File: src/hdl/audio_silence_gate_macros.svh
// ---------------------------------------------------------------------------
// Assertion macros for the audio silence gate.
// Each macro samples on clk and is disabled while arst_n is low.
// ---------------------------------------------------------------------------
`ifndef AUDIO_SILENCE_GATE_MACROS_SVH
`define AUDIO_SILENCE_GATE_MACROS_SVH

// A condition implies a property in the same cycle.
`define ASG_ASSERT_IMP(label, cond, prop, msg) \
	label: assert property (@(posedge clk) disable iff (!arst_n) (cond) |-> (prop)) \
		else $error(msg);

// A condition implies a property in the following cycle.
`define ASG_ASSERT_NXT(label, cond, prop, msg) \
	label: assert property (@(posedge clk) disable iff (!arst_n) (cond) |=> (prop)) \
		else $error(msg);

`endif

File: src/hdl/asg_pkg.sv
// ---------------------------------------------------------------------------
// asg_pkg
// Shared widths, reset values, register indexes and control types of the
// audio silence gate.
// ---------------------------------------------------------------------------
`timescale 1ns / 1ps

package asg_pkg;

	// Field widths.
	localparam int SAMPLE_W   = 16;
	localparam int THR_W      = 15;
	localparam int HOLD_W     = 16;
	localparam int CFG_DATA_W = 16;
	localparam int CFG_IDX_W  = 1;

	// Default window length in samples.
	localparam int WINDOW_DEF = 64;

	// Register reset values (threshold is 0.15 in Q1.15, rounded down).
	localparam logic [THR_W-1:0]  THR_RESET  = 15'd4915;
	localparam logic [HOLD_W-1:0] HOLD_RESET = 16'd0;

	// Configuration register indexes.
	localparam logic [CFG_IDX_W-1:0] REG_THRESHOLD = 1'b0;
	localparam logic [CFG_IDX_W-1:0] REG_HOLD      = 1'b1;

	// Controls from the sequencer to the statistics unit.
	typedef struct packed {
		logic clear;
		logic acc;
		logic div_load;
		logic div_step;
	} stat_ctrl_t;

endpackage

File: src/hdl/asg_cell.sv
// ---------------------------------------------------------------------------
// asg_cell
// One window cell: holds one sample and takes its neighbor's sample on shift.
// ---------------------------------------------------------------------------
`timescale 1ns / 1ps

module asg_cell (
	input  logic                          clk,
	input  logic                          shift,
	input  logic [asg_pkg::SAMPLE_W-1:0]  nbr,
	output logic [asg_pkg::SAMPLE_W-1:0]  q
);

	logic [asg_pkg::SAMPLE_W-1:0] val_q;

	// Load the neighbor's sample whenever the row moves.
	always_ff @(posedge clk) begin
		if (shift) begin
			val_q <= nbr;
		end
	end

	assign q = val_q;

endmodule

File: src/hdl/asg_stat.sv
// ---------------------------------------------------------------------------
// asg_stat
// Window statistics: running sum, maximum and minimum over the samples that
// pass the head cell, then the floor mean and the range.
// ---------------------------------------------------------------------------
`timescale 1ns / 1ps

module asg_stat #(
	parameter int WINDOW = asg_pkg::WINDOW_DEF
) (
	input  logic                          clk,
	input  asg_pkg::stat_ctrl_t           ctrl,
	input  logic [asg_pkg::SAMPLE_W-1:0]  head,
	output logic [asg_pkg::SAMPLE_W-1:0]  mean,
	output logic [asg_pkg::SAMPLE_W:0]    range_full
);

	localparam int WIN_BITS = $clog2(WINDOW);
	localparam int SUM_W    = asg_pkg::SAMPLE_W + 1 + WIN_BITS;
	localparam bit IS_POW2  = (WINDOW & (WINDOW - 1)) == 0;

	logic signed [SUM_W-1:0]              sum_q;
	logic signed [asg_pkg::SAMPLE_W-1:0]  max_q;
	logic signed [asg_pkg::SAMPLE_W-1:0]  min_q;
	logic signed [asg_pkg::SAMPLE_W-1:0]  head_s;
	logic signed [SUM_W-1:0]              head_ext;

	assign head_s   = $signed(head);
	assign head_ext = {{(SUM_W - asg_pkg::SAMPLE_W){head[asg_pkg::SAMPLE_W-1]}}, head};

	// Accumulate one sample per cycle of the walk.
	always_ff @(posedge clk) begin
		if (ctrl.clear) begin
			sum_q <= '0;
			max_q <= {1'b1, {(asg_pkg::SAMPLE_W - 1){1'b0}}};
			min_q <= {1'b0, {(asg_pkg::SAMPLE_W - 1){1'b1}}};
		end else if (ctrl.acc) begin
			sum_q <= sum_q + head_ext;
			if (head_s > max_q) begin
				max_q <= head_s;
			end
			if (head_s < min_q) begin
				min_q <= head_s;
			end
		end
	end

	// Range is never negative once a sample has been seen.
	assign range_full = {max_q[asg_pkg::SAMPLE_W-1], max_q}
		- {min_q[asg_pkg::SAMPLE_W-1], min_q};

	generate
		if (IS_POW2) begin : g_shift
			logic signed [SUM_W-1:0] shifted;

			// Floor mean is an arithmetic shift.
			assign shifted = sum_q >>> WIN_BITS;
			assign mean    = shifted[asg_pkg::SAMPLE_W-1:0];
		end else begin : g_div
			localparam int DIV_SHIFT = SUM_W + WIN_BITS;
			localparam int PROD_W    = 2 * SUM_W + 2;
			localparam logic [63:0] RECIP_FULL =
				((64'd1 << DIV_SHIFT) + 64'(WINDOW - 1)) / 64'(WINDOW);
			localparam logic [SUM_W+1:0] RECIP = RECIP_FULL[SUM_W+1:0];

			logic [SUM_W-1:0]              mag_q;
			logic                          neg_q;
			logic [PROD_W-1:0]             prod_q;
			logic [asg_pkg::SAMPLE_W-1:0]  quo;

			// Divide the magnitude by multiplying with the rounded-up reciprocal.
			// A negative sum is biased by WINDOW-1 so its quotient rounds up,
			// which after negation rounds toward minus infinity.
			always_ff @(posedge clk) begin
				if (ctrl.div_load) begin
					neg_q <= sum_q[SUM_W-1];
					mag_q <= sum_q[SUM_W-1] ? SUM_W'(-sum_q) + SUM_W'(WINDOW - 1)
						: SUM_W'(sum_q);
				end else if (ctrl.div_step) begin
					prod_q <= PROD_W'(mag_q) * PROD_W'(RECIP);
				end
			end

			assign quo  = prod_q[DIV_SHIFT +: asg_pkg::SAMPLE_W];
			assign mean = neg_q ? -quo : quo;
		end
	endgenerate

endmodule

File: src/hdl/audio_silence_gate.sv
// ---------------------------------------------------------------------------
// audio_silence_gate
// Noise gate with hold over a sliding window of signed Q1.15 samples.
// ---------------------------------------------------------------------------
// One result comes out per request. The window lives in a row of WINDOW cells
// that shift the new sample in; after reset the first WINDOW+1 requests only
// fill the row, each going from accept straight to the result. For every later
// request the row rotates once through its head cell while the statistics
// unit accumulates sum, maximum and minimum, one sample a cycle, and the
// result is then written. For a WINDOW that is not a power of two the floor
// mean is found by a reciprocal multiplication before the result is written.
// The result register is written only when the downstream side has taken the
// previous one, and the next request is taken the cycle after that.
// No clearing pass is needed after reset.
`timescale 1ns / 1ps

`include "audio_silence_gate_macros.svh"

module audio_silence_gate #(
	parameter int WINDOW = asg_pkg::WINDOW_DEF
) (
	input  logic                            clk,
	input  logic                            arst_n,
	// Sample requests.
	input  logic                            in_valid,
	output logic                            in_stall,
	input  logic [asg_pkg::SAMPLE_W-1:0]    sample,
	// Results.
	output logic                            out_valid,
	input  logic                            out_stall,
	output logic                            silent,
	output logic [asg_pkg::SAMPLE_W-1:0]    window_mean,
	output logic [asg_pkg::SAMPLE_W-1:0]    window_range,
	output logic                            warmed_up,
	// Configuration writes.
	input  logic                            cfg_valid,
	output logic                            cfg_ready,
	input  logic [asg_pkg::CFG_IDX_W-1:0]   cfg_index,
	input  logic [asg_pkg::CFG_DATA_W-1:0]  cfg_data
);

	localparam int WIN_BITS = $clog2(WINDOW);
	localparam int SUM_W    = asg_pkg::SAMPLE_W + 1 + WIN_BITS;
	localparam bit IS_POW2  = (WINDOW & (WINDOW - 1)) == 0;
	localparam int CNT_W    = $clog2(WINDOW + SUM_W + 1);
	localparam int FILL_W   = $clog2(WINDOW + 1);

	typedef enum logic [3:0] {
		ST_IDLE = 4'b0001,
		ST_WALK = 4'b0010,
		ST_DIV  = 4'b0100,
		ST_EMIT = 4'b1000
	} state_t;

	state_t                          state_q;
	logic [CNT_W-1:0]                cnt_q;
	logic [FILL_W-1:0]               fill_q;
	logic                            started_q;
	logic                            silent_q;
	logic [asg_pkg::HOLD_W-1:0]      hold_q;
	logic [asg_pkg::SAMPLE_W-1:0]    mean_q;
	logic [asg_pkg::SAMPLE_W-1:0]    range_q;
	logic                            out_valid_q;
	logic                            out_warm_q;
	logic [asg_pkg::THR_W-1:0]       thr_q;
	logic [asg_pkg::HOLD_W-1:0]      hold_max_q;

	logic                            accept;
	logic                            walking;
	logic                            out_free;
	logic                            emit;
	asg_pkg::stat_ctrl_t             ctrl;
	logic [asg_pkg::SAMPLE_W-1:0]    tail_in;
	logic [asg_pkg::SAMPLE_W-1:0]    tap [WINDOW];
	logic [asg_pkg::SAMPLE_W-1:0]    stat_mean;
	logic [asg_pkg::SAMPLE_W:0]      stat_range;
	logic                            quiet;

	// Handshake terms.
	assign in_stall  = (state_q != ST_IDLE);
	assign accept    = in_valid && !in_stall;
	assign walking   = (state_q == ST_WALK);
	assign out_free  = !out_valid_q || !out_stall;
	assign emit      = (state_q == ST_EMIT) && out_free;
	assign cfg_ready = 1'b1;

	// Configuration registers; other indexes are ignored.
	always_ff @(posedge clk or negedge arst_n) begin
		if (!arst_n) begin
			thr_q      <= asg_pkg::THR_RESET;
			hold_max_q <= asg_pkg::HOLD_RESET;
		end else if (cfg_valid && cfg_ready) begin
			case (cfg_index)
				asg_pkg::REG_THRESHOLD: thr_q      <= cfg_data[asg_pkg::THR_W-1:0];
				asg_pkg::REG_HOLD:      hold_max_q <= cfg_data;
				default: ;
			endcase
		end
	end

	// Window row: a new sample enters at the tail, and during the walk the head
	// wraps around to the tail so the row ends up in its original order.
	assign tail_in = walking ? tap[0] : sample;

	generate
		for (genvar i = 0; i < WINDOW; i++) begin : g_cell
			if (i == WINDOW - 1) begin : g_tail
				asg_cell u_cell (
					.clk   (clk),
					.shift (accept || walking),
					.nbr   (tail_in),
					.q     (tap[i])
				);
			end else begin : g_body
				asg_cell u_cell (
					.clk   (clk),
					.shift (accept || walking),
					.nbr   (tap[i+1]),
					.q     (tap[i])
				);
			end
		end
	endgenerate

	// Statistics unit controls.
	always_comb begin
		ctrl          = '0;
		ctrl.clear    = accept;
		ctrl.acc      = walking;
		ctrl.div_load = (state_q == ST_DIV) && (cnt_q == '0);
		ctrl.div_step = (state_q == ST_DIV) && (cnt_q != '0);
	end

	asg_stat #(
		.WINDOW (WINDOW)
	) u_stat (
		.clk        (clk),
		.ctrl       (ctrl),
		.head       (tap[0]),
		.mean       (stat_mean),
		.range_full (stat_range)
	);

	// Both mean and range must lie strictly below the threshold.
	assign quiet = ($signed(stat_mean) < $signed({1'b0, thr_q}))
		&& (stat_range < {2'b00, thr_q});

	// Sequencer.
	always_ff @(posedge clk or negedge arst_n) begin
		if (!arst_n) begin
			state_q <= ST_IDLE;
			cnt_q   <= '0;
		end else begin
			case (state_q)
				ST_IDLE: begin
					cnt_q <= '0;
					if (accept) begin
						state_q <= started_q ? ST_WALK : ST_EMIT;
					end
				end
				ST_WALK: begin
					if (cnt_q == CNT_W'(WINDOW - 1)) begin
						cnt_q   <= '0;
						state_q <= IS_POW2 ? ST_EMIT : ST_DIV;
					end else begin
						cnt_q <= cnt_q + 1'b1;
					end
				end
				ST_DIV: begin
					// First load the magnitude, then multiply.
					if (cnt_q == CNT_W'(1)) begin
						cnt_q   <= '0;
						state_q <= ST_EMIT;
					end else begin
						cnt_q <= cnt_q + 1'b1;
					end
				end
				ST_EMIT: begin
					if (out_free) begin
						state_q <= ST_IDLE;
					end
				end
				default: begin
					state_q <= ST_IDLE;
				end
			endcase
		end
	end

	// Gate state, hold counter and result registers.
	always_ff @(posedge clk or negedge arst_n) begin
		if (!arst_n) begin
			fill_q      <= '0;
			started_q   <= 1'b0;
			silent_q    <= 1'b0;
			hold_q      <= '0;
			mean_q      <= '0;
			range_q     <= '0;
			out_valid_q <= 1'b0;
			out_warm_q  <= 1'b0;
		end else if (emit) begin
			out_valid_q <= 1'b1;
			out_warm_q  <= started_q;
			if (!started_q) begin
				// Warm-up: count samples and repeat the held results.
				fill_q <= fill_q + 1'b1;
				if (fill_q == FILL_W'(WINDOW)) begin
					started_q <= 1'b1;
				end
			end else begin
				mean_q  <= stat_mean;
				range_q <= stat_range[asg_pkg::SAMPLE_W-1:0];
				if (!silent_q && quiet) begin
					// Sound to silence: hold off while the counter is below limit.
					if (hold_q < hold_max_q) begin
						hold_q   <= hold_q + 1'b1;
						silent_q <= 1'b0;
					end else begin
						hold_q   <= '0;
						silent_q <= 1'b1;
					end
				end else begin
					silent_q <= quiet;
				end
			end
		end else if (!out_stall) begin
			out_valid_q <= 1'b0;
		end
	end

	assign out_valid    = out_valid_q;
	assign silent       = silent_q;
	assign window_mean  = mean_q;
	assign window_range = range_q;
	assign warmed_up    = out_warm_q;

	// A warmed-up result can only follow the end of warm-up.
	`ASG_ASSERT_IMP(a_warm_after_start, out_valid_q && out_warm_q, started_q, "warm result before start")
	// Warm-up results never report silence.
	`ASG_ASSERT_IMP(a_warmup_not_silent, out_valid_q && !out_warm_q, !silent_q, "silence during warm-up")
	// The walk ends after exactly one pass over the row.
	`ASG_ASSERT_NXT(a_walk_exit, (state_q == ST_WALK) && (cnt_q == CNT_W'(WINDOW - 1)), (state_q == ST_EMIT) || (state_q == ST_DIV), "walk did not end")

endmodule

File: config.mk
export PLATFORM = sky130hd
export DESIGN_NAME = audio_silence_gate
export DESIGN_NICKNAME = d
export VERILOG_FILES = /design/src/hdl/asg_pkg.sv /design/src/hdl/asg_cell.sv /design/src/hdl/asg_stat.sv /design/src/hdl/audio_silence_gate.sv
export VERILOG_INCLUDE_DIRS = /design/src /design/src/hdl
export SDC_FILE = /design/constraint.sdc
export NUM_CORES = 1
export LEC_CHECK = 0
export ABC_AREA = 1
export BUFFER_PORTS_ARGS = -buffer_cell sky130_fd_sc_hd__buf_2
export CAP_MARGIN = 0
export CORE_ASPECT_RATIO = 0.6
export CORE_UTILIZATION = 50
export DETAILED_ROUTE_END_ITERATION = 10
export PLACE_DENSITY_LB_ADDON = 0.12
export SYNTH_ARGS = -nofsm -noshare
export SYNTH_HDL_FRONTEND = slang
export SYNTH_SLANG_ARGS = --single-unit
File: constraint.sdc
create_clock -name clk -period 29.9 [get_ports clk]
set_input_delay 0 -clock clk [delete_from_list [all_inputs] [get_ports clk]]
set_output_delay 0 -clock clk [all_outputs]
set_load 0.005 [all_outputs]
==> Word-level counts from Yosys, hierarchy flattened <==
Index checks and enable logic that the tools add are counted.
{ "op_classes": {"bitwise": 2, "add_sub_neg": 5, "mux": 17, "eq_ne": 13, "reduce_logical": 19, "magnitude_cmp": 5} }
{ "op_table": {"columns": ["operator", "n"], "rows": [
  ["16-bit less-than comparator", 3],
  ["16-bit two-way mux", 2],
  ["23-bit by 16-bit adder with 23-bit output", 1],
  ["7-bit one-hot mux with 3 select lines", 1],
  ["4-bit two-way mux", 5],
  ["17-bit by 15-bit less-than comparator with 1-bit output", 1],
  ["16-bit by 16-bit subtractor with 17-bit output", 1],
  ["16-bit by 1-bit adder with 16-bit output (second input constant)", 1],
  ["16-bit greater-than comparator", 1],
  ["4-bit one-hot mux with 4 select lines", 1],
  ["7-bit by 1-bit adder with 7-bit output (second input constant)", 2],
  ["7-bit two-way mux", 2],
  ["2-bit AND reduction", 6],
  ["7-bit by 1-bit == test with 1-bit output (second input constant)", 1],
  ["7-bit by 6-bit == test with 1-bit output (second input constant)", 1],
  ["7-bit == test (second input constant)", 1],
  ["1-bit two-way mux", 6],
  ["2-bit by 1-bit != test with 1-bit output (second input constant)", 3],
  ["4-bit by 1-bit == test with 1-bit output (second input constant)", 1],
  ["4-bit by 2-bit == test with 1-bit output (second input constant)", 1],
  ["4-bit by 3-bit == test with 1-bit output (second input constant)", 1],
  ["4-bit == test (second input constant)", 1],
  ["1-bit logical AND", 4],
  ["1-bit logical NOT", 4],
  ["other kinds (7)", 10]
]} }
{ "word_totals": {"input_bits": 38, "register_bits": 1180, "output_inout_bits": 37, "wordCells": 140} }

==> Depth between registers and ports, before layout <==
Gate-level depths: netlist (run 1).
{ "logic_depth": {"depth_word": 5, "mapped_depth": 25} }

==> Modules after synthesis <==
A second synthesis (run 1) with hierarchy kept.
{ "unflattened": {"cells_unflattened": 2490, "hier_area_um2": 41484.8} }
{ "modules_own_cells": {"columns": ["module", "cells_each", "area_per_inst_um2", "n_inst", "seq_area_each_um2"], "rows": [
  ["asg_cell", 16, 480.5, 64, 480.5],
  ["audio_silence_gate", 687, 5591.6, 1, 2512.4],
  ["asg_stat", 779, 5143.7, 1, 1081.0]
]} }

==> Worst setup path before layout (run 1) <==
No wires, ideal clock.
{ "synth_timing": {"kind": "reg2reg", "startpoint": "register state_q[0]", "endpoint": "register g_cell[0].g_body.u_cell.val_q, in the netlist g_cell[0].g_body.u_cell.q[0] (enable)", "arrival_time_ns": 17.692, "required_ns": 22.901, "synth_period_minus_slack_ns": 24.691, "path_slack_ns": 5.209, "path_buffers": 2, "setup_ns": 6.999, "path_stages_with_launch": 7, "cell_sequence": "dfstp_2 inv_1 nor3_1 nand2_1 clkbuf_1 clkbuf_1 nand2_1"} }
{ "synth_via": {"elab_chain_cells": 4} }
{ "synth_lines": {"columns": ["element", "line", "text"], "rows": [
  ["start, declared", "audio_silence_gate.sv:55", "state_t state_q;"],
  ["start signal, assigned", "audio_silence_gate.sv:158", "state_q <= started_q ? ST_WALK : ST_EMIT;"],
  ["start signal, assigned", "audio_silence_gate.sv:164", "state_q <= IS_POW2 ? ST_EMIT : ST_DIV;"],
  ["4-bit by 1-bit != test with 1-bit output", "audio_silence_gate.sv:80", "assign in_stall = (state_q != ST_IDLE);"],
  ["1-bit logical NOT", "audio_silence_gate.sv:81", "assign accept = in_valid && !in_stall;"],
  ["1-bit logical AND", "audio_silence_gate.sv:81", null],
  ["1-bit logical OR (*)", "audio_silence_gate.sv:117", ".shift (accept || walking),"],
  ["net g_cell[0].g_body.u_cell.shift", "asg_cell.sv:9", "input logic shift,"],
  ["end signal, assigned", "asg_cell.sv:19", "val_q <= nbr;"],
  ["end, declared", "asg_cell.sv:14", "logic [asg_pkg::SAMPLE_W-1:0] val_q;"]
]} }
Mark *: on every way through the listed nets, which the timed path passes. The rest lies on a longest branch.
A chain may end at the register's enable or synchronous reset.

==> Worst setup path after layout (run 1) <==
{ "layout_timing": {"startpoint": "register state_q[3]", "endpoint": "register g_cell[23].g_body.u_cell.val_q, in the netlist g_cell[23].g_body.u_cell.q[12] (enable)"} }
{ "layout_via": {"elab_chain_cells": 4} }
{ "layout_lines": {"columns": ["element", "line"], "rows": [
  ["4-bit by 1-bit != test with 1-bit output", "audio_silence_gate.sv:80"],
  ["1-bit logical NOT", "audio_silence_gate.sv:81"],
  ["1-bit logical AND", "audio_silence_gate.sv:81"],
  ["1-bit logical OR (*)", null],
  ["net g_cell[0].g_body.u_cell.shift", "asg_cell.sv:9"],
  ["end signal, assigned", "asg_cell.sv:19"],
  ["end, declared", "asg_cell.sv:14"]
]} }
Marks and branches as above.

==> metrics.txt, run 1 <==
fin crit share=21.6%; Final Critical Period=6.46 ns; Net Sw Frac=27.8%; largest net degree at the start of global routing=212; Initial DRC Count=1836; unrepaired setup endpoints after global routing=false; sequential share of power=55.9%; Slew HR=24.8%; Critical Path AT=6.75 ns; Die X-Extent=372 um; WP depth=8; most common cell after layout, fill and taps aside=edfxtp_1; Seq/Total Area, Yosys=83.4%; combinational share of power=17.1%; IO buf count=73; post-synthesis cell area=0.0412 mm2; CP Launch Point=state_q[3]; total clock sinks=1178; Setup Fix Bufs, Post-CTS=0; static leakage=17.1 nW; CP endpoint kind=register; Synth Instances=2458; Pint=0.00361 W; final core occ=57.3%; Fillers=6265; area occupied by multi-input gates=0.00595 mm2; predominant post-synthesis flop cell=edfxtp_1; Setup CP Type=reg2reg; Root Driver=clkbuf_16; Core ar.=0.0815 mm2; FP Rows=81; CP required=30.19 ns; Max-Cap Viols=0; Worst path max stage delay=0.93 ns; count of pins over their slew limit=0; Synth area leaders=edfxtp_1 (75%), dfrtp_1 (5.6%), nand2_1 (3.8%), ha_1 (3.5%), dfxtp_1 (2.6%); Reg-to-Reg Start=state_q[3]; Critical Path Sink=g_cell[23].g_body.u_cell.q[12]; H-tree depth=3; most frequent cells in the layout=edfxtp_1 (1024), nand2_1 (417), inv_1 (182); critical path's slowest cell=buf_4; cell taking the most area after synthesis=edfxtp_1; number of flops mapped to enable cells by yosys=1024; worst clock skew=0.0214 ns; first-pass GRT wire length=103000 um; worst reg2reg path depth=8; Reg area=0.0343 mm2; CTS Buf Count=100; TritonCTS clock tree=built; fmax=155 MHz; Worst-Margin Slew=1.13 ns; Yosys reg bits=1178; insertion delay to the later sink of the worst-skew pair=0.69 ns; top cell type's share of synthesized area=74.7%; Routed Antenna Nets=0; Critical Path, Cell by Cell=nor3_4 > buf_4 > inv_2 > nand2_4 > buf_4 > buf_12 > buf_4 > buf_4; vias per cell=5.07; Avg WL per Cell=17.2 um; Power Density=107 mW/mm2; DP Wirelength=38200 um; DRT Pass-1 Iters=5; GRT Overall Usage=16.1%; Die Y=224 um; critical path startpoint category=register; Synthesis Warnings=0; R2R Setup Slk=23.44 ns; HP Start=out_stall; CP bufs+invs=6; Final Wtd Congestion=0.858; r2r endpoint=g_cell[23].g_body.u_cell.q[12]; Min Hold Slack=0.0999 ns; I/O pins=75; Antenna Cells=0; CP delay by family, top=buffers and inverters; clk slew on worst S/H paths=0.06 ns; status=finished clean; vias in the first global route=18224; die area=0.0835 mm2; Max Root-Sink Buffers=3; total congestion overflow=0; Starting Density=50.5%; average size of a mapped cell=16.7 um2; most used cell, CP=buf_4; hold crit path type=in2reg; syn nets=2613; clock network power share=26.9%; post-synthesis cell type count=51; Syn-to-layout area delta=13.4%; Nets=2799; asr flop ratio synth=8.49%; sw power=0.00139 W; Max IR drop VDD=0.0946 mV; initial antenna violation count=0; Routed WL=65700 um; layout cell share with drive strength beyond 1=10.3%; vias after detailed routing=19308; setup_tns=0 ns; final hold vios=0; worst-path fanout max=203; final setup fails=0; DR DRC count=0
-- cells by family (layout without fill, tap and decap cells) --
group / after synthesis / count (layout) / synth area share, %
buffers and inverters: 228 / 498 / 2.16
other: 1 / 1 / 0.00911
adders and majority gates: 117 / 117 / 3.59
AOI/OAI and AO/OA: 215 / 215 / 2.91
xor gates and xnor gates: 41 / 41 / 0.872
DFF: 1178 / 1178 / 83.4
and+or+nand+nor: 678 / 678 / 7.02
-- synthesized netlist by cell type, drive strengths merged (15+ instances only) --
master and instances:
nand2 420, xor2 33, clkbuf 27, edfxtp 1024
dfxtp 54, nor2 108, nor3 15, inv 188
ha 115, nand4 53, dfrtp 92, a21oi 78
o21ai 91, nand3 67
-- metal layers --
layer	GRT usage (%)	part of all wire [%]	vias to the layer above	wire length [um]
met3	3.97	5.3	103	3470
met5	0	0	-	0
li1	-	-	9255	-
met4	4.61	2.0	0	1340
met1	27.5	54	9577	35600
met2	19.7	38	373	25200
-- flip-flops by register name, summed over array words and instances, names as in the netlist --
register	cells
cnt_q	7
started_q	1
g_cell.g_body.u_cell.q	1008
hold_q	16
silent	1
window_mean	16
warmed_up	1
state_q	3
thr_q	15
window_range	16
hold_max_q	16
fill_q	7
u_stat.sum_q	22
g_cell.g_tail.u_cell.q	16
u_stat.max_q	16
out_valid	1
u_stat.min_q	16
-- power groups by stage --
stage                     Clock, W  Combinational (W)  Sequential, W
final                      0.00135           0.000858        0.00280
after global routing       0.00145           0.000974        0.00286
after CTS                  0.00140           0.000866        0.00281
after detailed placement         0           0.000861        0.00282
after global placement           0           0.000835        0.00281
after floorplan                  0           0.000610        0.00357
-- cell type report --
cell class	instances	area share, %
Inverter	188	1.51
Clock inverter	55	1.45
Clock buffer	131	5.96
Multi-Input combinational cell	1052	12.7
Tap cell	1079	2.89
Sequential cell	1178	73.6
Timing Repair Buffer	124	1.90
-- per-stage QoR --
stage | worst slack, ns | cells | power [W] | area (um2)
floorplan | 5.21 | 2458 | 0.00418 | 41200
global placement | 23.57 | 3584 | 0.00365 | 42800
detailed placement | 23.35 | 3584 | 0.00368 | 42800
CTS | 23.37 | 3807 | 0.00507 | 46700
global route | 22.90 | 3807 | 0.00529 | 46700
finish | 23.44 | 3807 | 0.00500 | 46700
-- repair_timing --
item	CTS	global route
gates resized for setup	0	0
endpoints found under the setup margin	0	0
hold buffers	37	0
endpoints found under the hold margin	167	0
-- worst min-delay path by stage --
stage / endpoint / slack (ns) / cells past startpoint
finish: out_valid / 0.1 / 4
global route: out_valid / 0.12 / 4
CTS: out_valid / 0.04 / 4
detailed placement: hold_q[11] / 0.06 / 1
global placement: hold_q[12] / 0.05 / 1
floorplan: cnt_q[0] / -0.30 / 0
-- worst reg2reg max path, stage by stage, from the launching register on --
cell and delay [ns]:
dfrtp_1 0.42, nor3_4 0.18, buf_4 0.56, inv_2 0.58, nand2_4 0.62, buf_4 0.80, buf_12 0.75, buf_4 1.10
buf_4 1.00
Power figures use the tool's default switching activity.
==> run 2, diff against run 1 <==
ABC_AREA = 0   (was 1)
clock period = 6.45 ns   (was 29.9 ns; I/O delays follow)
==> run 2 against run 1 <==
  * Global-route usage is 0.093 points lower
  * Worst hold slack got worse by 0.0043 ns
  * Combinational power fell by 81%
  * Utilization grew 0.45 points
  * Setup slack worse by 21 ns
  * Critical endpoint is now hold_q[12]
==> metrics.txt, run 2 <==
status=finished clean (unchanged); Reg-to-Reg Start=u_stat.max_q[0] (was state_q[3]); I/O pins=75 (unchanged); worst clock skew=0.0268 ns (was 0.0214 ns); Initial DRC Count=1418 (was 1836); Max-Cap Viols=0 (unchanged); Setup Fix Bufs, Post-CTS=0 (unchanged); die area=0.0825 mm2 (was 0.0835 mm2); worst-path fanout max=16 (was 203); Routed WL=64200 um (was 65700 um); Min Hold Slack=0.0956 ns (was 0.0999 ns); static leakage=19.5 nW (was 17.1 nW); FP Rows=80 (was 81); R2R Setup Slk=1.99 ns (was 23.44 ns); most common cell after layout, fill and taps aside=edfxtp_1 (unchanged); count of pins over their slew limit=0 (unchanged); initial antenna violation count=0 (unchanged); cell taking the most area after synthesis=edfxtp_1 (unchanged); DR DRC count=0 (unchanged); Seq/Total Area, Yosys=84.5% (was 83.4%); vias in the first global route=17446 (was 18224); Core ar.=0.0800 mm2 (was 0.0815 mm2); most frequent cell after synthesis=edfxtp_1 (unchanged); Worst-Margin Slew=1.14 ns (was 1.13 ns); Routed Antenna Nets=0 (unchanged); fmax=224 MHz (was 155 MHz); total clock sinks=1178 (unchanged); Fillers=5966 (was 6265); Synthesis Warnings=0 (unchanged); Avg WL per Cell=18.5 um (was 17.2 um); top post-synthesis cells by count=edfxtp_1 (1024), ha_1 (115), nand2_1 (113), inv_1 (104), dfrtp_1 (92) (was edfxtp_1 (1024), nand2_1 (418), inv_1 (182), ha_1 (115), nor2_1 (105)); vias after detailed routing=18084 (was 19308); Starting Density=50.8% (was 50.5%); IO buf count=73 (unchanged); Nets=2476 (was 2799); final setup fails=0 (unchanged); critical path startpoint category=register (unchanged); top cell type's share of synthesized area=75.6% (was 74.7%); final hold vios=0 (unchanged); TritonCTS clock tree=built (unchanged); post-synthesis cell type count=77 (was 51); Final Critical Period=4.46 ns (was 6.46 ns); DP Wirelength=37100 um (was 38200 um); fin crit share=69.2% (was 21.6%); Worst Hold End=hold_max_q[15] (was out_valid); Max IR drop VDD=0.203 mV (was 0.0946 mV); Syn-to-layout area delta=13.6% (was 13.4%); syn nets=2266 (was 2613); unrepaired setup endpoints after global routing=false (unchanged); HP Start=cfg_data[15] (was out_stall); predominant post-synthesis flop cell=edfxtp_1 (unchanged); Root Driver=clkbuf_16 (unchanged); GRT Overall Usage=16.0% (was 16.1%); area occupied by multi-input gates=0.00579 mm2 (was 0.00595 mm2); Synth area leaders=edfxtp_1 (76%), dfrtp_1 (5.7%), ha_1 (3.5%), dfxtp_1 (2.7%), mux2_2 (1.3%) (was edfxtp_1 (75%), dfrtp_1 (5.6%), nand2_1 (3.8%), ha_1 (3.5%), dfxtp_1 (2.6%)); post-synthesis cell area=0.0407 mm2 (was 0.0412 mm2); hold crit path type=in2reg (unchanged); max reg flops=1008 (unchanged); Antenna Cells=0 (unchanged); layout cell share with drive strength beyond 1=13.1% (was 10.3%); Power Density=309 mW/mm2 (was 107 mW/mm2); Synth Instances=2111 (was 2458); total congestion overflow=0 (unchanged); Final Wtd Congestion=0.855 (was 0.858); CP required=7.02 ns (was 30.19 ns); first-pass GRT wire length=101000 um (was 103000 um); Critical Path AT=5.03 ns (was 6.75 ns); Yosys reg bits=1178 (unchanged); DRT Pass-1 Iters=5 (unchanged); Slew HR=23.9% (was 24.8%); hold-critical path depth=3 (was 4); number of flops mapped to enable cells by yosys=1024 (unchanged); asr flop ratio synth=8.49% (unchanged); CTS Buf Count=102 (was 100); Reg area=0.0343 mm2 (unchanged); largest net degree at the start of global routing=176 (was 212); Die X-Extent=370 um (was 372 um); most frequent cells in the layout=edfxtp_1 (1024), ha_1 (115), nand2_1 (111) (was edfxtp_1 (1024), nand2_1 (417), inv_1 (182)); vias per cell=5.21 (was 5.07); CP endpoint kind=register (unchanged); Max Root-Sink Buffers=3 (unchanged); average size of a mapped cell=19.3 um2 (was 16.7 um2); Die Y=223 um (was 224 um); r2r endpoint=hold_q[12] (was g_cell[23].g_body.u_cell.q[12]); Area after DPL=0.0424 mm2 (was 0.0428 mm2); H-tree depth=3 (unchanged); clk slew on worst S/H paths=0.07 ns (was 0.06 ns); insertion delay to the later sink of the worst-skew pair=0.69 ns (about the same); setup_tns=0 ns (unchanged); worst reg2reg path depth=18 (was 8); Design Area, Final=0.0462 mm2 (was 0.0467 mm2); Setup CP Type=reg2reg (unchanged)
[run 2: cell types whose count changed after synthesis, moves of 19 or more]
cell | previous run | this run
inv_1 | 182 | 104
xor2_1 | 33 | 8
nand4_1 | 53 | 12
a21o_1 | 4 | 23
mux2i_1 | 0 | 41
nor2_1 | 105 | 60
nand2_1 | 418 | 113
mux2_2 | 0 | 47
[run 2: per-layer routing]
metal / wire length, um / vias to the layer above / part of all wire, % / GRT usage [%]
li1: - / 8506 / - / -
met5: 0 / - / 0 / 0
met4: 1460 / 0 / 2.3 / 5.29
met2: 25400 / 328 / 40 / 20.1
met3: 3300 / 96 / 5.1 / 3.82
met1: 34100 / 9154 / 53 / 26.7
[run 2: timing repair]
action | CTS | global route
resized for setup | 0 | 0
hold buffers | 53 | 0
hold endpoints to repair | 189 | 0
[run 2: worst max path at each step]
stage	start	end	slack, ns	cells past startpoint
2_1_floorplan	state_q[0]	g_cell[0].g_body.u_cell.q[0]	0.66	4
3_3_place_gp	u_stat.max_q[0]	hold_q[12]	2.15	20
3_5_place_dp	u_stat.max_q[0]	hold_q[11]	2.04	18
4_1_cts	u_stat.max_q[0]	hold_q[12]	2.02	18
5_1_grt	u_stat.max_q[0]	hold_q[11]	1.64	18
6_report	u_stat.max_q[0]	hold_q[12]	1.99	18
[run 2: metrics by stage]
step	setup WS (ns)	util, %	instances	power (W)
final	1.99	57.8	3473	0.0143
after global routing	1.64	57.8	3473	0.0148
after CTS	2.02	57.8	3473	0.0145
after detailed placement	2.04	53.0	3230	0.00851
after global placement	2.15	53.0	3230	0.00850
after floorplan	0.659	-	2111	0.00845
[run 2: cells by family after synthesis]
logic type / synth area share (%)
flip-flops: 84.5
buffers and inverters: 1.36
adder cells (fa/ha/maj): 3.64
AO/OA/AOI/OAI: 3.90
AND/OR/NAND/NOR: 3.61
multiplexers: 2.39
XOR/XNOR: 0.646
other: 0.00922
[run 2: report_power, final]
group          internal [W]  total (W)  switching, W  leakage [nW]
registers           0.00819    0.00821     0.0000111          14.3
logic             0.0000777   0.000167     0.0000895          3.65
clock network       0.00321    0.00588       0.00267          1.56
[run 2: worst max-delay path: stages (launching register included)]
cell	delay (ns)
dfxtp_1	0.34
inv_1	0.07
ha_1	0.16
inv_1	0.06
fa_1	0.43
a211o_1	0.33
a21oi_2	0.16
o21ai_0	0.13
a31o_2	0.30
o2111ai_1	0.18
nand2_1	0.10
xnor2_1	0.25
ha_1	0.30
a211oi_1	0.23
o21ai_0	0.15
a21oi_1	0.31
o2111ai_4	0.36
a21o_1	0.26
a22o_1	0.23
[run 2: cell type report]
cell class / count / area share, %
clock buffers: 129 / 5.79
clock inverters: 61 / 1.22
inverters: 104 / 0.845
multi-input cells: 795 / 12.5
flip-flops and latches: 1178 / 74.4
well taps: 1066 / 2.89
repair buffers: 140 / 2.36
